$ cat config.mk
export PLATFORM = sky130hd
export DESIGN_NAME = radix_digit_converter_unit
export DESIGN_NICKNAME = d
export VERILOG_FILES = /design/src/sv/rdc_pkg.sv /design/src/sv/radix_digit_converter_unit.sv /design/src/sv/rdc_datapath.sv /design/src/sv/rdc_ctrl.sv
export SDC_FILE = /design/constraint.sdc
export NUM_CORES = 1
export LEC_CHECK = 0
export ABC_CLOCK_PERIOD_IN_PS = 3440
export BUFFER_PORTS_ARGS = -buffer_cell sky130_fd_sc_hd__buf_2
export CELL_PAD_IN_SITES_DETAIL_PLACEMENT = 0
export CELL_PAD_IN_SITES_GLOBAL_PLACEMENT = 1
export CORE_AREA = 3 3 178 180
export DETAILED_ROUTE_END_ITERATION = 12
export DIE_AREA = 0 0 181 183
export MAX_ROUTING_LAYER = met4
export PLACE_DENSITY_LB_ADDON = 0.1
export SKIP_LAST_GASP = 1
export SYNTH_ARGS = -nofsm -noshare
export SYNTH_HDL_FRONTEND = slang
export SYNTH_SLANG_ARGS = --single-unit
$ cat constraint.sdc
create_clock -name clk_i -period 3.44 [get_ports clk_i]
set_input_delay 0.516 -clock clk_i [delete_from_list [all_inputs] [get_ports clk_i]]
set_output_delay 0.516 -clock clk_i [all_outputs]
set_load 0.1 [all_outputs]
$ cat src/sv/rdc_pkg.sv
// Shared constants and controller/datapath interface types for the radix digit converter.
`timescale 1ns / 1ps

package rdc_pkg;

  localparam int VALUE_BITS    = 31;
  localparam int MAX_DIGITS    = VALUE_BITS;
  localparam int RADIX_W       = 8;
  localparam int DIGIT_W       = 8;
  localparam int COUNT_FIELD_W = 5;
  localparam int CNT_W         = $clog2(MAX_DIGITS + 1);
  localparam int IDX_W         = $clog2(MAX_DIGITS);
  localparam int STEP_W        = $clog2(VALUE_BITS);

  localparam logic [RADIX_W-1:0] RADIX_RESET = RADIX_W'(10);
  localparam logic [RADIX_W-1:0] RADIX_MIN   = RADIX_W'(2);

  // Commands from the controller to the datapath
  typedef struct packed {
    logic load;   // capture a new value, clear remainder and count
    logic step;   // one restoring division step
    logic store;  // write remainder as a digit, restart remainder
    logic next;   // advance the read index to the next lower digit
  } cmd_t;

  // Status from the datapath to the controller
  typedef struct packed {
    logic quot_zero;  // quotient left in the value register is zero
    logic rd_last;    // read index points at the least significant digit
  } sts_t;

endpackage

$ cat src/sv/radix_digit_converter_unit.sv
// Each digit comes from a bit-serial division over all VALUE_BITS bits of the value,
// then a store; every digit of an item is found before its first result beat.
// Throughput: one item at a time; results then leave at one beat a cycle while
// out_ready_i is high, and the next item is taken once the last beat has gone.
// Reset: radix returns to 10, controller idle, no result pending.
`timescale 1ns / 1ps

module radix_digit_converter_unit (
  input  logic                                 clk_i,
  input  logic                                 rst_ni,
  input  logic                                 cfg_valid_i,
  output logic                                 cfg_ready_o,
  input  logic [rdc_pkg::RADIX_W-1:0]          cfg_data_i,
  input  logic                                 in_valid_i,
  output logic                                 in_ready_o,
  input  logic [rdc_pkg::VALUE_BITS-1:0]       value_i,
  output logic                                 out_valid_o,
  input  logic                                 out_ready_i,
  output logic [rdc_pkg::DIGIT_W-1:0]          digit_o,
  output logic                                 last_o,
  output logic [rdc_pkg::COUNT_FIELD_W-1:0]    digit_count_o
);

  rdc_pkg::cmd_t cmd;
  rdc_pkg::sts_t sts;

  assign cfg_ready_o = 1'b1;

  rdc_ctrl u_ctrl (
    .clk_i       (clk_i),
    .rst_ni      (rst_ni),
    .in_valid_i  (in_valid_i),
    .in_ready_o  (in_ready_o),
    .out_valid_o (out_valid_o),
    .out_ready_i (out_ready_i),
    .cmd_o       (cmd),
    .sts_i       (sts)
  );

  rdc_datapath u_datapath (
    .clk_i         (clk_i),
    .rst_ni        (rst_ni),
    .cfg_valid_i   (cfg_valid_i),
    .cfg_data_i    (cfg_data_i),
    .value_i       (value_i),
    .cmd_i         (cmd),
    .sts_o         (sts),
    .digit_o       (digit_o),
    .last_o        (last_o),
    .digit_count_o (digit_count_o)
  );

endmodule

$ cat src/sv/rdc_datapath.sv
// Datapath: radix register, bit-serial divider, digit store and readout.
`timescale 1ns / 1ps

module rdc_datapath (
  input  logic                                 clk_i,
  input  logic                                 rst_ni,
  input  logic                                 cfg_valid_i,
  input  logic [rdc_pkg::RADIX_W-1:0]          cfg_data_i,
  input  logic [rdc_pkg::VALUE_BITS-1:0]       value_i,
  input  rdc_pkg::cmd_t                        cmd_i,
  output rdc_pkg::sts_t                        sts_o,
  output logic [rdc_pkg::DIGIT_W-1:0]          digit_o,
  output logic                                 last_o,
  output logic [rdc_pkg::COUNT_FIELD_W-1:0]    digit_count_o
);

  logic [rdc_pkg::RADIX_W-1:0]    radix_q, radix_d;
  logic [rdc_pkg::VALUE_BITS-1:0] n_q, n_d;
  logic [rdc_pkg::RADIX_W-1:0]    rem_q, rem_d;
  logic [rdc_pkg::CNT_W-1:0]      count_q, count_d;
  logic [rdc_pkg::IDX_W-1:0]      rd_idx_q, rd_idx_d;
  logic [rdc_pkg::DIGIT_W-1:0]    digits_q [rdc_pkg::MAX_DIGITS];

  logic [rdc_pkg::RADIX_W:0]      rem_shift;
  logic [rdc_pkg::RADIX_W-1:0]    rem_sub;
  logic                           ge;

  always_comb begin
    radix_d = radix_q;
    if (cfg_valid_i) begin
      // clamp bases below two
      radix_d = (cfg_data_i < rdc_pkg::RADIX_MIN) ? rdc_pkg::RADIX_MIN : cfg_data_i;
    end
  end

  assign rem_shift = {rem_q, n_q[rdc_pkg::VALUE_BITS-1]};
  // difference is below the radix whenever it is taken, so the low bits suffice
  assign rem_sub   = rem_shift[rdc_pkg::RADIX_W-1:0] - radix_q;
  assign ge        = (rem_shift >= {1'b0, radix_q});

  always_comb begin
    n_d      = n_q;
    rem_d    = rem_q;
    count_d  = count_q;
    rd_idx_d = rd_idx_q;
    if (cmd_i.load) begin
      n_d     = value_i;
      rem_d   = '0;
      count_d = '0;
    end else if (cmd_i.step) begin
      rem_d = ge ? rem_sub : rem_shift[rdc_pkg::RADIX_W-1:0];
      n_d   = {n_q[rdc_pkg::VALUE_BITS-2:0], ge};
    end else if (cmd_i.store) begin
      rem_d    = '0;
      count_d  = count_q + 1'b1;
      rd_idx_d = count_q[rdc_pkg::IDX_W-1:0];
    end else if (cmd_i.next) begin
      rd_idx_d = rd_idx_q - 1'b1;
    end
  end

  always_ff @(posedge clk_i or negedge rst_ni) begin
    if (!rst_ni) begin
      radix_q <= rdc_pkg::RADIX_RESET;
      count_q <= '0;
    end else begin
      radix_q <= radix_d;
      count_q <= count_d;
    end
  end

  always_ff @(posedge clk_i) begin
    n_q      <= n_d;
    rem_q    <= rem_d;
    rd_idx_q <= rd_idx_d;
    if (cmd_i.store) begin
      digits_q[count_q[rdc_pkg::IDX_W-1:0]] <= rem_q;
    end
  end

  assign sts_o.quot_zero = (n_q == '0);
  assign sts_o.rd_last   = (rd_idx_q == '0);

  assign digit_o       = digits_q[rd_idx_q];
  assign last_o        = (rd_idx_q == '0);
  assign digit_count_o = rdc_pkg::COUNT_FIELD_W'(count_q);

`ifndef NO_ASSERTIONS
  a_radix_min: assert property (@(posedge clk_i) disable iff (!rst_ni)
    radix_q >= rdc_pkg::RADIX_MIN)
    else $error("radix register below minimum");

  a_count_bound: assert property (@(posedge clk_i) disable iff (!rst_ni)
    cmd_i.store |-> count_q < rdc_pkg::CNT_W'(rdc_pkg::MAX_DIGITS))
    else $error("digit store overflow");

  a_load_clears: assert property (@(posedge clk_i) disable iff (!rst_ni)
    cmd_i.load |=> count_q == '0)
    else $error("count not cleared on load");
`endif

endmodule

$ cat src/sv/rdc_ctrl.sv
// Controller: sequences division steps per digit and the most-significant-first readout.
`timescale 1ns / 1ps

module rdc_ctrl (
  input  logic          clk_i,
  input  logic          rst_ni,
  input  logic          in_valid_i,
  output logic          in_ready_o,
  output logic          out_valid_o,
  input  logic          out_ready_i,
  output rdc_pkg::cmd_t cmd_o,
  input  rdc_pkg::sts_t sts_i
);

  localparam logic [1:0] ST_IDLE  = 2'd0;
  localparam logic [1:0] ST_DIV   = 2'd1;
  localparam logic [1:0] ST_STORE = 2'd2;
  localparam logic [1:0] ST_EMIT  = 2'd3;

  localparam logic [rdc_pkg::STEP_W-1:0] STEP_LAST = rdc_pkg::STEP_W'(rdc_pkg::VALUE_BITS - 1);

  logic [1:0]                  state_q, state_d;
  logic [rdc_pkg::STEP_W-1:0]  step_q, step_d;

  always_comb begin
    state_d = state_q;
    step_d  = step_q;
    cmd_o   = '0;
    case (state_q)
      ST_IDLE: begin
        if (in_valid_i) begin
          cmd_o.load = 1'b1;
          step_d     = '0;
          state_d    = ST_DIV;
        end
      end
      ST_DIV: begin
        cmd_o.step = 1'b1;
        step_d     = step_q + 1'b1;
        if (step_q == STEP_LAST) begin
          state_d = ST_STORE;
        end
      end
      ST_STORE: begin
        cmd_o.store = 1'b1;
        step_d      = '0;
        // stop once the quotient runs out
        state_d     = sts_i.quot_zero ? ST_EMIT : ST_DIV;
      end
      ST_EMIT: begin
        if (out_ready_i) begin
          if (sts_i.rd_last) begin
            state_d = ST_IDLE;
          end else begin
            cmd_o.next = 1'b1;
          end
        end
      end
      default: begin
        state_d = ST_IDLE;
      end
    endcase
  end

  always_ff @(posedge clk_i or negedge rst_ni) begin
    if (!rst_ni) begin
      state_q <= ST_IDLE;
      step_q  <= '0;
    end else begin
      state_q <= state_d;
      step_q  <= step_d;
    end
  end

  assign in_ready_o  = (state_q == ST_IDLE);
  assign out_valid_o = (state_q == ST_EMIT);

`ifndef NO_ASSERTIONS
  a_no_overlap: assert property (@(posedge clk_i) disable iff (!rst_ni)
    !(in_ready_o && out_valid_o))
    else $error("input and output handshakes open together");

  a_div_len: assert property (@(posedge clk_i) disable iff (!rst_ni)
    (state_q == ST_DIV && step_q == STEP_LAST) |=> state_q == ST_STORE)
    else $error("division did not finish after the last step");

  a_accept_div: assert property (@(posedge clk_i) disable iff (!rst_ni)
    (in_valid_i && in_ready_o) |=> (state_q == ST_DIV && step_q == '0))
    else $error("accepted beat did not start division");
`endif

endmodule
==> impl_metrics.py <==
metrics = {
    "critical_path": {
        "crit_required_ps": 2920,
        "criticalPathCategory": "flip-flop to output pin",
        "path_cells": "nor2b_1 > a22o_1 > nor4_1 > a31oi_1 > o211ai_1 > buf_2",
        "critPathArrivalTime_ps": 2800,
        "slowest_stage": "dfxtp_1",
        "end_kind": "output pin",
        "critPathLaunchType": "flip-flop",
        "slowest_delay_ps": 700,
        "ff2ff_setup_slack_ps": 800,
        "cp_max_fo": 11,
    },
    "sta": {
        "final_hold_viol_count": 0,
        "clock.fmax_mhz": 302,
        "fin_skew_ps": 19.1,
        "hold_ws_ps": 224,
        "worst_pin_slew_ps": 852,
        "finalSetupViolCount": 0,
        "min_period_ps": 3310,
        "finalSetupTns_ps": 0,
        "final-max-slew-violation-count": 0,
        "slew_headroom_pct": 43.0,
        "rsz0062_at_grt": "false",
        "fin_crit_sh_pct": 96.3,
    },
    "die": {
        "num_rows": 64,
        "core_area_sq_um": 30300,
        "fp.dieW_um": 181,
        "dieArea_sq_um": 33100,
        "die_y_um": 183,
        "boundaryPins": 61,
        "initial_core_util_pct": 44.5,
    },
    "finish": {
        "postLayoutCellArea_sq_um": 15500,
        "regArea_sq_um": 9300,
        "drive_gt1_share_pct": 17.0,
        "mostFrequentLayoutCells": "edfxtp_1 (284), nand2_1 (151), mux2i_1 (81)",
        "diodes": 0,
        "final_common_cell": "edfxtp_1",
        "area_delta_synth_final_pct": 14.7,
        "nets": 1112,
        "nFillCells": 2587,
        "multiInputGateArea_sq_um": 3890,
        "stdcell_count": 1465,
    },
    "status": {
        "status": "finished, final reports clean",
    },
    "yosys": {
        "ys_async_sr_fraction_pct": 6.31,
        "synth_top_cell_by_area": "edfxtp_1",
        "synth_cell_type_count": 62,
        "synth_top_area_share_pct": 63.2,
        "synth-edff-count": 284,
        "avgSynthCellArea_sq_um": 14.3,
        "synth_area_leaders": "edfxtp_1 (63%), mux2i_1 (6.0%), nand2_1 (4.2%), dfrtp_1 (3.3%), mux4_2 (3.3%)",
        "syn_inst": 946,
        "yosysWarnings": 0,
        "yosys_most_used_dff": "edfxtp_1",
        "ys_seq_area_share_pct": 68.8,
        "ys_ff_latch": 317,
        "synth_area_sq_um": 13500,
        "syn_nets": 1013,
    },
    "grt": {
        "grt_pass1_vias": 7983,
        "grt_pass1_wl_um": 48700,
        "grt_max_degree": 37,
        "track_usage_pct": 19.9,
        "antenna_found_initial": 0,
        "overflow": 0,
    },
    "clock_network": {
        "root_buffer": "clkbuf_16",
        "cts_tree": "built",
        "numCtsBuffers": 34,
        "clockBufferDepth": 3,
        "post-cts-setup-buffer-count": 0,
        "cts_max_level": 2,
        "clkTransAtPathRegs_ps": 60,
        "clk_latency_ps": 510,
        "clock-sinks": 317,
    },
    "detailed_routing": {
        "wl_um": 31600,
        "antenna_left": 0,
        "wl_per_cell_um": 21.6,
        "viasPerCell": 5.43,
        "drtPass1Iterations": 5,
        "drc": 0,
        "drtIter0Drc": 547,
        "vias": 7948,
    },
    "job": {
        "drv_cap": 0,
    },
    "power": {
        "p_leak_nw": 5.89,
        "ir_drop_mv": 0.325,
        "power_density_nw_per_um2": 617,
        "power_w": 0.00956,
    },
    "worst_hold_path": {
        "hold_path_class": "input port to flip-flop",
    },
    "placement": {
        "post_dp_cell_area_sq_um": 14400,
        "gp_congestion": 0.849,
        "io_buffers": 59,
        "dp.cells": 1404,
        "place_hpwl_um": 20900,
    },
}
==> per-stage QoR <==
stage          util [%]  setup WS, ps
2_1_floorplan         -           113
3_3_place_gp       47.5           405
3_5_place_dp       47.5           339
4_1_cts            51.0          64.5
5_1_grt            51.1          19.3
6_report           51.1           129
==> critical path, delay by kind of cell (launching register included) <==
kind / cells / cell delay (ps)
buf+inv: 1 / 340
compound gates: 3 / 590
flops: 1 / 700
simple gates: 2 / 660
==> cell families after synthesis <==
| group | count (synthesis) | synth area share (%) |
|---|---|---|
| compound gates | 145 | 7.04 |
| xor+xnor | 7 | 0.454 |
| fa+ha+maj | 23 | 2.19 |
| buf+inv | 66 | 2.37 |
| flops | 317 | 68.8 |
| mux | 106 | 9.76 |
| other cells | 1 | 0.0278 |
| simple gates | 281 | 9.36 |
==> area by class of cell <==
cell class	instances	area share, %
Sequential cell	317	60.0
Multi-Input combinational cell	563	25.1
Clock buffer	47	6.07
Timing Repair Buffer	105	4.25
Tap cell	396	3.20
Clock inverter	13	0.743
Inverter	24	0.581
==> registers in the layout, summed over array words and instances, names as in the netlist, named ones only <==
signal / count
u_ctrl.state_q: 2
u_datapath.n_q: 31
u_ctrl.step_q: 5
u_datapath.rem_q: 8
u_datapath.rd_idx_q: 5
u_datapath.digit_count_o: 5
u_datapath.radix_q: 8
u_datapath.digits_q: 248
==> cells in the mapped netlist, types with 3 or more instances <==
cell and number:
buf_2 10, buf_6 4, nor4_1 12, a21oi_1 28, a31oi_1 9, dfrtp_1 18, edfxtp_1 284, o21ai_1 10
o21ai_0 28, dfxtp_1 13, a22oi_1 15, buf_1 4, mux4_2 20, nor3_1 8, nand3b_1 6, nor2_1 52
a21boi_1 3, o31ai_1 5, nor2b_1 14, a22o_1 9, nand2_1 151, buf_4 5, o211ai_1 8, xor2_1 5
mux2i_1 81, ha_1 22, nand4_1 6, clkbuf_1 18, nand2b_1 8, inv_1 23, mux2_1 5, o22ai_1 9
or2_1 3, a211oi_1 6, nand3_1 10
==> worst paths after layout <==
kind / start / end / cells after the start
max in group asynchronous: rst_ni / u_ctrl.state_q[0] / 2
worst max register to register: u_datapath.rem_q[0] / u_datapath.rem_q[6] / 7
worst min register to register: u_datapath.radix_q[3] / u_datapath.radix_q[3] / 2
worst max-delay path: flip-flop / digit_o[0] / 6
worst min-delay path: cfg_data_i[5] / u_datapath.radix_q[5] / 3
min in group asynchronous: rst_ni / u_datapath.radix_q[6] / 2
==> power by group <==
group          switching [W]  internal (W)
clock network        0.00144       0.00206
logic               0.000851      0.000344
registers          0.0000926       0.00478
==> repair_timing <==
item | CTS | global route
resized for setup | 1 | 2
hold endpoints to repair | 1 | 0
setup endpoints to repair | 6 | 4
hold buffers | 1 | 0
==> metal layers <==
metal | routed length, um | vias up | track usage (%)
li1 | - | 3772 | -
met3 | 1660 | 50 | 3.35
met1 | 14500 | 3910 | 27.6
met4 | 871 | 0 | 5.45
met2 | 14600 | 216 | 30.8
met5 | 0 | - | -
No activity file was read; power rests on OpenSTA's default activity.
